==> src/rtl/tts_pkg.sv <==
package tts_pkg;

   localparam int WORD_BITS = 32;
   localparam int FRAC_BITS = 16;
   localparam int INT_BITS  = WORD_BITS - FRAC_BITS;
   localparam int DIFF_W    = WORD_BITS + 1;
   localparam int PROD_W    = 2 * DIFF_W;
   localparam int ACC_W     = PROD_W + 1;
   localparam int MCNT_W    = $clog2(DIFF_W);
   localparam int DCNT_W    = $clog2(WORD_BITS);

   typedef struct packed {
      logic signed [WORD_BITS-1:0] pos_x;
      logic signed [WORD_BITS-1:0] pos_y;
      logic signed [WORD_BITS-1:0] pos_z;
      logic signed [WORD_BITS-1:0] tex_u;
      logic signed [WORD_BITS-1:0] tex_v;
      logic                        face_start;
   } req_type;

   typedef struct packed {
      logic signed [WORD_BITS-1:0] tangent_x;
      logic signed [WORD_BITS-1:0] tangent_y;
      logic signed [WORD_BITS-1:0] tangent_z;
      logic                        degenerate;
      logic                        saturated;
   } rsp_type;

endpackage

==> src/rtl/triangle_tangent_stream.sv <==
// From an accepted vertex to its tangent the block runs eight bit-serial 33x33 products
// and three bit-serial divisions. A zero UV determinant ends after the first two products.
// One triangle is in work at a time.
// Synchronous active-high reset empties the held vertices; no result is pending after it.
module triangle_tangent_stream (
   input  logic             clock,
   input  logic             reset,
   input  logic             req_valid,
   output logic             req_ready,
   input  tts_pkg::req_type req_data,
   output logic             rsp_valid,
   input  logic             rsp_ready,
   output tts_pkg::rsp_type rsp_data
);
   import tts_pkg::*;

   typedef enum logic [1:0] {ST_IDLE, ST_MUL, ST_DIV, ST_OUT} state_type;

   state_type                   state_ff;
   logic signed [WORD_BITS-1:0] old_pos_ff [3];
   logic signed [WORD_BITS-1:0] mid_pos_ff [3];
   logic signed [WORD_BITS-1:0] old_tex_ff [2];
   logic signed [WORD_BITS-1:0] mid_tex_ff [2];
   logic [1:0]                  count_ff;
   logic [1:0]                  count_in;
   logic signed [WORD_BITS-1:0] new_pos [3];
   logic signed [WORD_BITS-1:0] new_tex [2];
   logic signed [DIFF_W-1:0]    e1_ff [3];
   logic signed [DIFF_W-1:0]    e2_ff [3];
   logic signed [DIFF_W-1:0]    du1_ff, dv1_ff, du2_ff, dv2_ff;
   logic [2:0]                  k_ff;
   logic [1:0]                  comp_ff;
   logic signed [ACC_W-1:0]     acc_ff;
   logic signed [ACC_W-1:0]     det_ff;
   logic signed [ACC_W-1:0]     num_ff;
   logic signed [WORD_BITS-1:0] tan_ff [3];
   logic                        deg_ff;
   logic                        sat_ff;
   logic                        mul_start_ff;
   logic                        div_start_ff;
   logic signed [DIFF_W-1:0]    op_a, op_b;
   logic                        mul_done;
   logic signed [PROD_W-1:0]    prod;
   logic signed [ACC_W-1:0]     prod_ext;
   logic signed [ACC_W-1:0]     acc_sub;
   logic                        div_done;
   logic signed [WORD_BITS-1:0] quo;
   logic                        clip;
   logic                        accept;

   assign new_pos[0] = req_data.pos_x;
   assign new_pos[1] = req_data.pos_y;
   assign new_pos[2] = req_data.pos_z;
   assign new_tex[0] = req_data.tex_u;
   assign new_tex[1] = req_data.tex_v;

   assign req_ready = (state_ff == ST_IDLE);
   assign accept    = req_valid & req_ready;
   assign count_in  = req_data.face_start ? 2'd0 : count_ff;

   // det = du1*dv2 - du2*dv1, then num[i] = dv2*e1[i] - dv1*e2[i]
   always_comb begin
      if (!k_ff[0]) begin
         op_a = (k_ff == 3'd0) ? du1_ff : dv2_ff;
         op_b = (k_ff == 3'd0) ? dv2_ff : e1_ff[comp_ff];
      end else begin
         op_a = (k_ff == 3'd1) ? du2_ff : dv1_ff;
         op_b = (k_ff == 3'd1) ? dv1_ff : e2_ff[comp_ff];
      end
   end

   tts_mul u_mul (
      .clock (clock),
      .reset (reset),
      .start (mul_start_ff),
      .a     (op_a),
      .b     (op_b),
      .done  (mul_done),
      .prod  (prod)
   );

   assign prod_ext = {prod[PROD_W-1], prod};
   assign acc_sub  = acc_ff - prod_ext;

   tts_div u_div (
      .clock (clock),
      .reset (reset),
      .start (div_start_ff),
      .num   (num_ff),
      .den   (det_ff),
      .done  (div_done),
      .quo   (quo),
      .clip  (clip)
   );

   always_ff @(posedge clock) begin
      if (reset) begin
         state_ff     <= ST_IDLE;
         count_ff     <= 2'd0;
         mul_start_ff <= 1'b0;
         div_start_ff <= 1'b0;
         for (int i = 0; i < 3; i++) begin
            old_pos_ff[i] <= '0;
            mid_pos_ff[i] <= '0;
         end
         for (int i = 0; i < 2; i++) begin
            old_tex_ff[i] <= '0;
            mid_tex_ff[i] <= '0;
         end
      end else begin
         mul_start_ff <= 1'b0;
         div_start_ff <= 1'b0;
         case (state_ff)
            ST_IDLE: begin
               if (accept) begin
                  for (int i = 0; i < 3; i++) begin
                     e1_ff[i] <= {mid_pos_ff[i][WORD_BITS-1], mid_pos_ff[i]}
                               - {old_pos_ff[i][WORD_BITS-1], old_pos_ff[i]};
                     e2_ff[i] <= {new_pos[i][WORD_BITS-1], new_pos[i]}
                               - {old_pos_ff[i][WORD_BITS-1], old_pos_ff[i]};
                     old_pos_ff[i] <= mid_pos_ff[i];
                     mid_pos_ff[i] <= new_pos[i];
                  end
                  du1_ff <= {mid_tex_ff[0][WORD_BITS-1], mid_tex_ff[0]}
                          - {old_tex_ff[0][WORD_BITS-1], old_tex_ff[0]};
                  dv1_ff <= {mid_tex_ff[1][WORD_BITS-1], mid_tex_ff[1]}
                          - {old_tex_ff[1][WORD_BITS-1], old_tex_ff[1]};
                  du2_ff <= {new_tex[0][WORD_BITS-1], new_tex[0]}
                          - {old_tex_ff[0][WORD_BITS-1], old_tex_ff[0]};
                  dv2_ff <= {new_tex[1][WORD_BITS-1], new_tex[1]}
                          - {old_tex_ff[1][WORD_BITS-1], old_tex_ff[1]};
                  for (int i = 0; i < 2; i++) begin
                     old_tex_ff[i] <= mid_tex_ff[i];
                     mid_tex_ff[i] <= new_tex[i];
                  end
                  k_ff    <= 3'd0;
                  comp_ff <= 2'd0;
                  deg_ff  <= 1'b0;
                  sat_ff  <= 1'b0;
                  if (count_in == 2'd2) begin
                     count_ff     <= count_in;
                     mul_start_ff <= 1'b1;
                     state_ff     <= ST_MUL;
                  end else begin
                     count_ff <= count_in + 2'd1;
                  end
               end
            end
            ST_MUL: begin
               if (mul_done) begin
                  if (!k_ff[0]) begin
                     acc_ff       <= prod_ext;
                     k_ff         <= k_ff + 3'd1;
                     mul_start_ff <= 1'b1;
                  end else if (k_ff == 3'd1) begin
                     det_ff <= acc_sub;
                     if (acc_sub == '0) begin
                        // degenerate UV: zero tangent
                        deg_ff <= 1'b1;
                        for (int i = 0; i < 3; i++) tan_ff[i] <= '0;
                        state_ff <= ST_OUT;
                     end else begin
                        k_ff         <= 3'd2;
                        mul_start_ff <= 1'b1;
                     end
                  end else begin
                     num_ff       <= acc_sub;
                     div_start_ff <= 1'b1;
                     state_ff     <= ST_DIV;
                  end
               end
            end
            ST_DIV: begin
               if (div_done) begin
                  tan_ff[comp_ff] <= quo;
                  sat_ff          <= sat_ff | clip;
                  if (comp_ff == 2'd2) begin
                     state_ff <= ST_OUT;
                  end else begin
                     comp_ff      <= comp_ff + 2'd1;
                     k_ff         <= k_ff + 3'd1;
                     mul_start_ff <= 1'b1;
                     state_ff     <= ST_MUL;
                  end
               end
            end
            ST_OUT: begin
               if (rsp_ready) state_ff <= ST_IDLE;
            end
            default: state_ff <= ST_IDLE;
         endcase
      end
   end

   assign rsp_valid           = (state_ff == ST_OUT);
   assign rsp_data.tangent_x  = tan_ff[0];
   assign rsp_data.tangent_y  = tan_ff[1];
   assign rsp_data.tangent_z  = tan_ff[2];
   assign rsp_data.degenerate = deg_ff;
   assign rsp_data.saturated  = sat_ff;

endmodule

==> src/rtl/tts_mul.sv <==
module tts_mul (
   input  logic                               clock,
   input  logic                               reset,
   input  logic                               start,
   input  logic signed [tts_pkg::DIFF_W-1:0]  a,
   input  logic signed [tts_pkg::DIFF_W-1:0]  b,
   output logic                               done,
   output logic signed [tts_pkg::PROD_W-1:0]  prod
);
   import tts_pkg::*;

   logic              busy_ff;
   logic              done_ff;
   logic              neg_ff;
   logic [MCNT_W-1:0] cnt_ff;
   logic [DIFF_W-1:0] mag_ff;
   logic [PROD_W-1:0] p_ff;
   logic [PROD_W-1:0] p_in;
   logic [DIFF_W:0]   sum;
   logic [DIFF_W-1:0] mag_a;
   logic [DIFF_W-1:0] mag_b;

   assign mag_a = a[DIFF_W-1] ? (~a + 1'b1) : a;
   assign mag_b = b[DIFF_W-1] ? (~b + 1'b1) : b;

   // one multiplier bit per cycle: add into the upper half, shift right
   assign sum  = {1'b0, p_ff[PROD_W-1:DIFF_W]} + (p_ff[0] ? {1'b0, mag_ff} : '0);
   assign p_in = {sum, p_ff[DIFF_W-1:1]};

   always_ff @(posedge clock) begin
      if (reset) begin
         busy_ff <= 1'b0;
         done_ff <= 1'b0;
      end else begin
         done_ff <= 1'b0;
         if (start) begin
            busy_ff <= 1'b1;
            cnt_ff  <= '0;
            mag_ff  <= mag_a;
            p_ff    <= {{DIFF_W{1'b0}}, mag_b};
            neg_ff  <= a[DIFF_W-1] ^ b[DIFF_W-1];
         end else if (busy_ff) begin
            p_ff   <= p_in;
            cnt_ff <= cnt_ff + 1'b1;
            if (cnt_ff == MCNT_W'(DIFF_W - 1)) begin
               busy_ff <= 1'b0;
               done_ff <= 1'b1;
            end
         end
      end
   end

   assign done = done_ff;
   assign prod = neg_ff ? (~p_ff + 1'b1) : p_ff;

endmodule

==> src/rtl/tts_div.sv <==
module tts_div (
   input  logic                                 clock,
   input  logic                                 reset,
   input  logic                                 start,
   input  logic signed [tts_pkg::ACC_W-1:0]     num,
   input  logic signed [tts_pkg::ACC_W-1:0]     den,
   output logic                                 done,
   output logic signed [tts_pkg::WORD_BITS-1:0] quo,
   output logic                                 clip
);
   import tts_pkg::*;

   logic                 busy_ff;
   logic                 done_ff;
   logic                 neg_ff;
   logic                 over_ff;
   logic [DCNT_W-1:0]    cnt_ff;
   logic [ACC_W-1:0]     md_ff;
   logic [ACC_W-1:0]     rem_ff;
   logic [ACC_W-1:0]     rem_in;
   logic [WORD_BITS-1:0] bits_ff;
   logic [WORD_BITS-1:0] q_ff;
   logic [ACC_W-1:0]     mn;
   logic [ACC_W-1:0]     md;
   logic [ACC_W-1:0]     top;
   logic [ACC_W:0]       r2;
   logic [ACC_W:0]       diff;
   logic                 ge;
   logic [WORD_BITS-1:0] lim;
   logic [WORD_BITS-1:0] mag;

   assign mn  = num[ACC_W-1] ? (~num + 1'b1) : num;
   assign md  = den[ACC_W-1] ? (~den + 1'b1) : den;
   // quotient bits above the word are zero unless this top part reaches the divisor
   assign top = mn >> INT_BITS;

   assign r2     = {rem_ff, bits_ff[WORD_BITS-1]};
   assign diff   = r2 - {1'b0, md_ff};
   assign ge     = r2 >= {1'b0, md_ff};
   assign rem_in = ge ? diff[ACC_W-1:0] : r2[ACC_W-1:0];

   always_ff @(posedge clock) begin
      if (reset) begin
         busy_ff <= 1'b0;
         done_ff <= 1'b0;
      end else begin
         done_ff <= 1'b0;
         if (start) begin
            busy_ff <= 1'b1;
            cnt_ff  <= '0;
            md_ff   <= md;
            rem_ff  <= top;
            bits_ff <= {mn[INT_BITS-1:0], {FRAC_BITS{1'b0}}};
            q_ff    <= '0;
            neg_ff  <= num[ACC_W-1] ^ den[ACC_W-1];
            over_ff <= top >= md;
         end else if (busy_ff) begin
            rem_ff  <= rem_in;
            bits_ff <= {bits_ff[WORD_BITS-2:0], 1'b0};
            q_ff    <= {q_ff[WORD_BITS-2:0], ge};
            cnt_ff  <= cnt_ff + 1'b1;
            if (cnt_ff == DCNT_W'(WORD_BITS - 1)) begin
               busy_ff <= 1'b0;
               done_ff <= 1'b1;
            end
         end
      end
   end

   assign lim  = neg_ff ? {1'b1, {(WORD_BITS-1){1'b0}}} : {1'b0, {(WORD_BITS-1){1'b1}}};
   assign clip = over_ff | (q_ff > lim);
   assign mag  = clip ? lim : q_ff;
   assign quo  = neg_ff ? (~mag + 1'b1) : mag;
   assign done = done_ff;

endmodule

==> config.mk <==
export PLATFORM = sky130hd
export DESIGN_NAME = triangle_tangent_stream
export DESIGN_NICKNAME = d
export VERILOG_FILES = /design/src/rtl/tts_pkg.sv /design/src/rtl/triangle_tangent_stream.sv /design/src/rtl/tts_mul.sv /design/src/rtl/tts_div.sv
export SDC_FILE = /design/constraint.sdc
export NUM_CORES = 2
export LEC_CHECK = 0
export BUFFER_PORTS_ARGS = -buffer_cell sky130_fd_sc_hd__buf_2
export CAP_MARGIN = 20
export CELL_PAD_IN_SITES_DETAIL_PLACEMENT = 1
export CELL_PAD_IN_SITES_GLOBAL_PLACEMENT = 2
export CORE_UTILIZATION = 42
export CTS_CLUSTER_SIZE = 8
export DETAILED_ROUTE_END_ITERATION = 10
export GPL_ROUTABILITY_DRIVEN = 0
export HOLD_SLACK_MARGIN = 0.08
export PLACE_DENSITY_LB_ADDON = 0.1
export SYNTH_ARGS = -nofsm -noshare
export SYNTH_HDL_FRONTEND = slang
export SYNTH_HIERARCHICAL = 1
export SYNTH_SLANG_ARGS = --single-unit
==> constraint.sdc <==
create_clock -name clock -period 11.9 [get_ports clock]
set_input_delay 0 -clock clock [delete_from_list [all_inputs] [get_ports clock]]
set_output_delay 0 -clock clock [all_outputs]
set_load 0.1 [all_outputs]
==> run summary <==
status: completed
via count: 63,800
Synth Area in Adders: 9.33%
Rows: 161
PD cells: 125 nW/µm²
Synth Area in XOR/XNOR: 6.54%
die area: 197,000 µm²
post-route minimum period: 8.83 ns
clk root buf: clkbuf_16
Final Cycle Share: 74.2%
Netlist Area Pre-Place: 82,100 µm²
f_max: 113 MHz
Worst Path Max Fanout: 32
Hold Path Stages: 3
Worst-path clk slew: 0.05 ns
clk_lat worst skew: 0.83 ns
CTS resizes: 0
mux contribution to synthesized area: 1.65%
Mean Syn Cell Area: 10.1 µm²
wire per inst: 23.0 µm
hold buffers post-CTS: 315
Hold Path End: mid_tex_ff[0][61]
Syn Nets: 8,878
first-pass GRT wire length: 397,000 µm
worst setup path class: reg2reg
Finished Layout Cells: 11,200
Seq cells post-synth: 1,260
initial antenna violation count: 8
Setup TNS: 0 ns
most frequent cells in the layout: 1,248 x edfxtp_1, 618 x a21oi_1, 601 x nor2_1
critical path startpoint category: register
Yosys cell types: 98
reg2reg end: tan_ff[1][25]
grt ovf: 0
final setup fails: 0
Critical R2R Launch: u_mul/p_ff[34]
sequential share of the synthesized area: 46.0%
Max Slew Vio Count: 0
vias in the first global route: 66,400
final hold vios: 0
Post-synth EDFFs: 1,248
Hold WC Path Type: in2reg
CP Data Arrival Time: 9.27 ns
clock sink total: 1,260
Place WS: 2.90 ns
DR DRC count: 0
CTS Buf Count: 178
H-tree Lvls: 4
top-level port count: 265
hold path start: req_data[30]
largest family of logic cells by synthesized area: simple AND/OR/NAND/NOR gates
Cells after Synth: 8,109
max cap viols: 0
Rel. slew slack: 17.3%
initial cell density of the core: 42.4%
Compound-Gate Fraction of Synth Area: 16.2%
Ys Warns: 6
Die X: 444 µm
peak supply drop: 151 µV
commonest non-fill, non-tap cell in the layout: edfxtp_1
DR pass1 iterations: 5
Post-CTS Repair Setup Buffers: 0
share of cells above drive strength 1: 7.51%
total power: 11.8 mW
Synth-to-Final Area Change: 14.7%
Final Core Density: 48.7%
DR iter-0 viols: 3,693
RSZ-0062 raised after global routing: false
final antenna-violating net count: 0
measured slew at the worst slew-check pin: 1.21 ns
DR vias/cell: 5.70
GRT Total Usage: 25.6%
Synth Area in Simple Gates: 16.4%
top_reg_cell synth: edfxtp_1
worst hold margin: 0.145 ns
IO buf count: 264
nets: 9,387
final WL: 257,000 µm
Worst Path Required: 12.34 ns
Final Instance Area: 94,100 µm²
post-route clock skew: 0.0605 ns
DIE HEIGHT: 444 µm
Worst setup EP type: register
share of flip-flops with an asynchronous set or reset: 0%
CTS tree: built
DP Wirelength: 195,000 µm
Core ar.: 193,000 µm²
worst-case reg-to-reg path depth: 22
DP Cell Count: 10,600
final worst setup slack: 3.07 ns
FF-to-FF setup slack: 3.07 ns
dpl cell area: 85,900 µm²
Pleak: 36.8 nW
Max clock buf depth: 3
largest net degree at the start of global routing: 183
area by class of cell:
cell class / count / area (µm²)
Antenna cell: 3 / 7.51
Fill cell: 21200 / 99300
Inverter: 537 / 2020
Clock inverter: 22 / 374
Clock buffer: 208 / 4570
Sequential cell: 1260 / 37700
Tap cell: 2526 / 3160
Timing Repair Buffer: 641 / 5020
Multi-Input combinational cell: 6000 / 41200
power breakdown:
part	total [mW]	switching, mW	internal (mW)
sequential	5.28	0.126	5.16
combinational	1.79	1.07	0.723
clock	4.69	1.98	2.71
synthesized netlist by cell type, types with 102 or more instances:
cell      number  area, µm²
edfxtp_1    1248      37500
a21oi_1      622       3110
nor2_1       610       2290
ha_1         591       7390
inv_1        536       2010
nand2_1      457       1720
xnor2_1      419       3670
and2_1       375       2350
o21ai_0      366       1830
clkbuf_1     261        980
xor2_1       194       1700
a21o_1       187       1400
nor3_1       181        906
nor2b_1      166       1040
a211oi_1     144       1080
and3_1       138        863
nand3_1      138        691
mux2i_1      121       1210
nand4_1      117        732
o31ai_1      111        833
o21a_1       102        766
worst max path at each step:
stage,end,slack [ns],start,cells after the start
after floorplan,mid_pos_ff[0][0],2.16,state_ff[1],4
final,tan_ff[1][25],3.07,u_mul/p_ff[34],22
after detailed placement,tan_ff[1][3],2.90,u_mul/p_ff[34],22
after CTS,tan_ff[1][26],2.86,u_mul/p_ff[34],22
after global routing,tan_ff[1][10],2.62,u_mul/p_ff[34],22
after global placement,tan_ff[1][5],2.99,u_mul/p_ff[34],22
cell families (layout without fill, tap and decap cells):
kind of cell	count (synthesis)	count (layout)
AND/OR/NAND/NOR	2588	2588
AO/OA/AOI/OAI	2061	2061
flip-flops	1260	1260
buffers and inverters	849	1408
XOR/XNOR	613	613
adder cells (fa/ha/maj)	604	604
multiplexers	134	134
other	0	3
per-layer routing:
metal	track usage [%]	vias up	share of wire, %
met5	0	-	0.010
li1	-	30800	-
met1	33.4	31700	45
met4	7.35	4	2.9
met3	2.57	344	2.7
met2	44.9	1008	49
sequential cells by signal (all words and copies together) (netlist names), 33 cells and up, named ones only:
name and count:
acc_ff 66, det_ff 67, du1_ff 33, du2_ff 33, dv1_ff 33, dv2_ff 33
e1_ff 99, e2_ff 99, mid_pos_ff 96, mid_tex_ff 64, num_ff 67, old_pos_ff 96
old_tex_ff 64, tan_ff 96, u_div/md_ff 67, u_div/rem_ff 67, u_mul/mag_ff 33, u_mul/p_ff 66
worst max-delay path, cell delays in order (launching register included):
cell and delay (ns):
edfxtp_1 0.52, or4_4 0.55, or4_4 0.45, or4_4 0.44
or3_4 0.42, or2_1 0.37, o41ai_2 0.29, xnor2_1 0.20
inv_1 0.07, ha_1 0.44, a21oi_1 0.19, o21a_1 0.14
o21ai_0 0.24, or3_1 0.46, or4_1 0.47, a2111oi_0 0.35
or4b_1 0.47, nor4_1 0.30, and4_1 0.31, nand4_2 0.22
nor4_4 0.60, nand2_1 0.22, nand2_2 0.69
(Power assumes the default switching activity.)
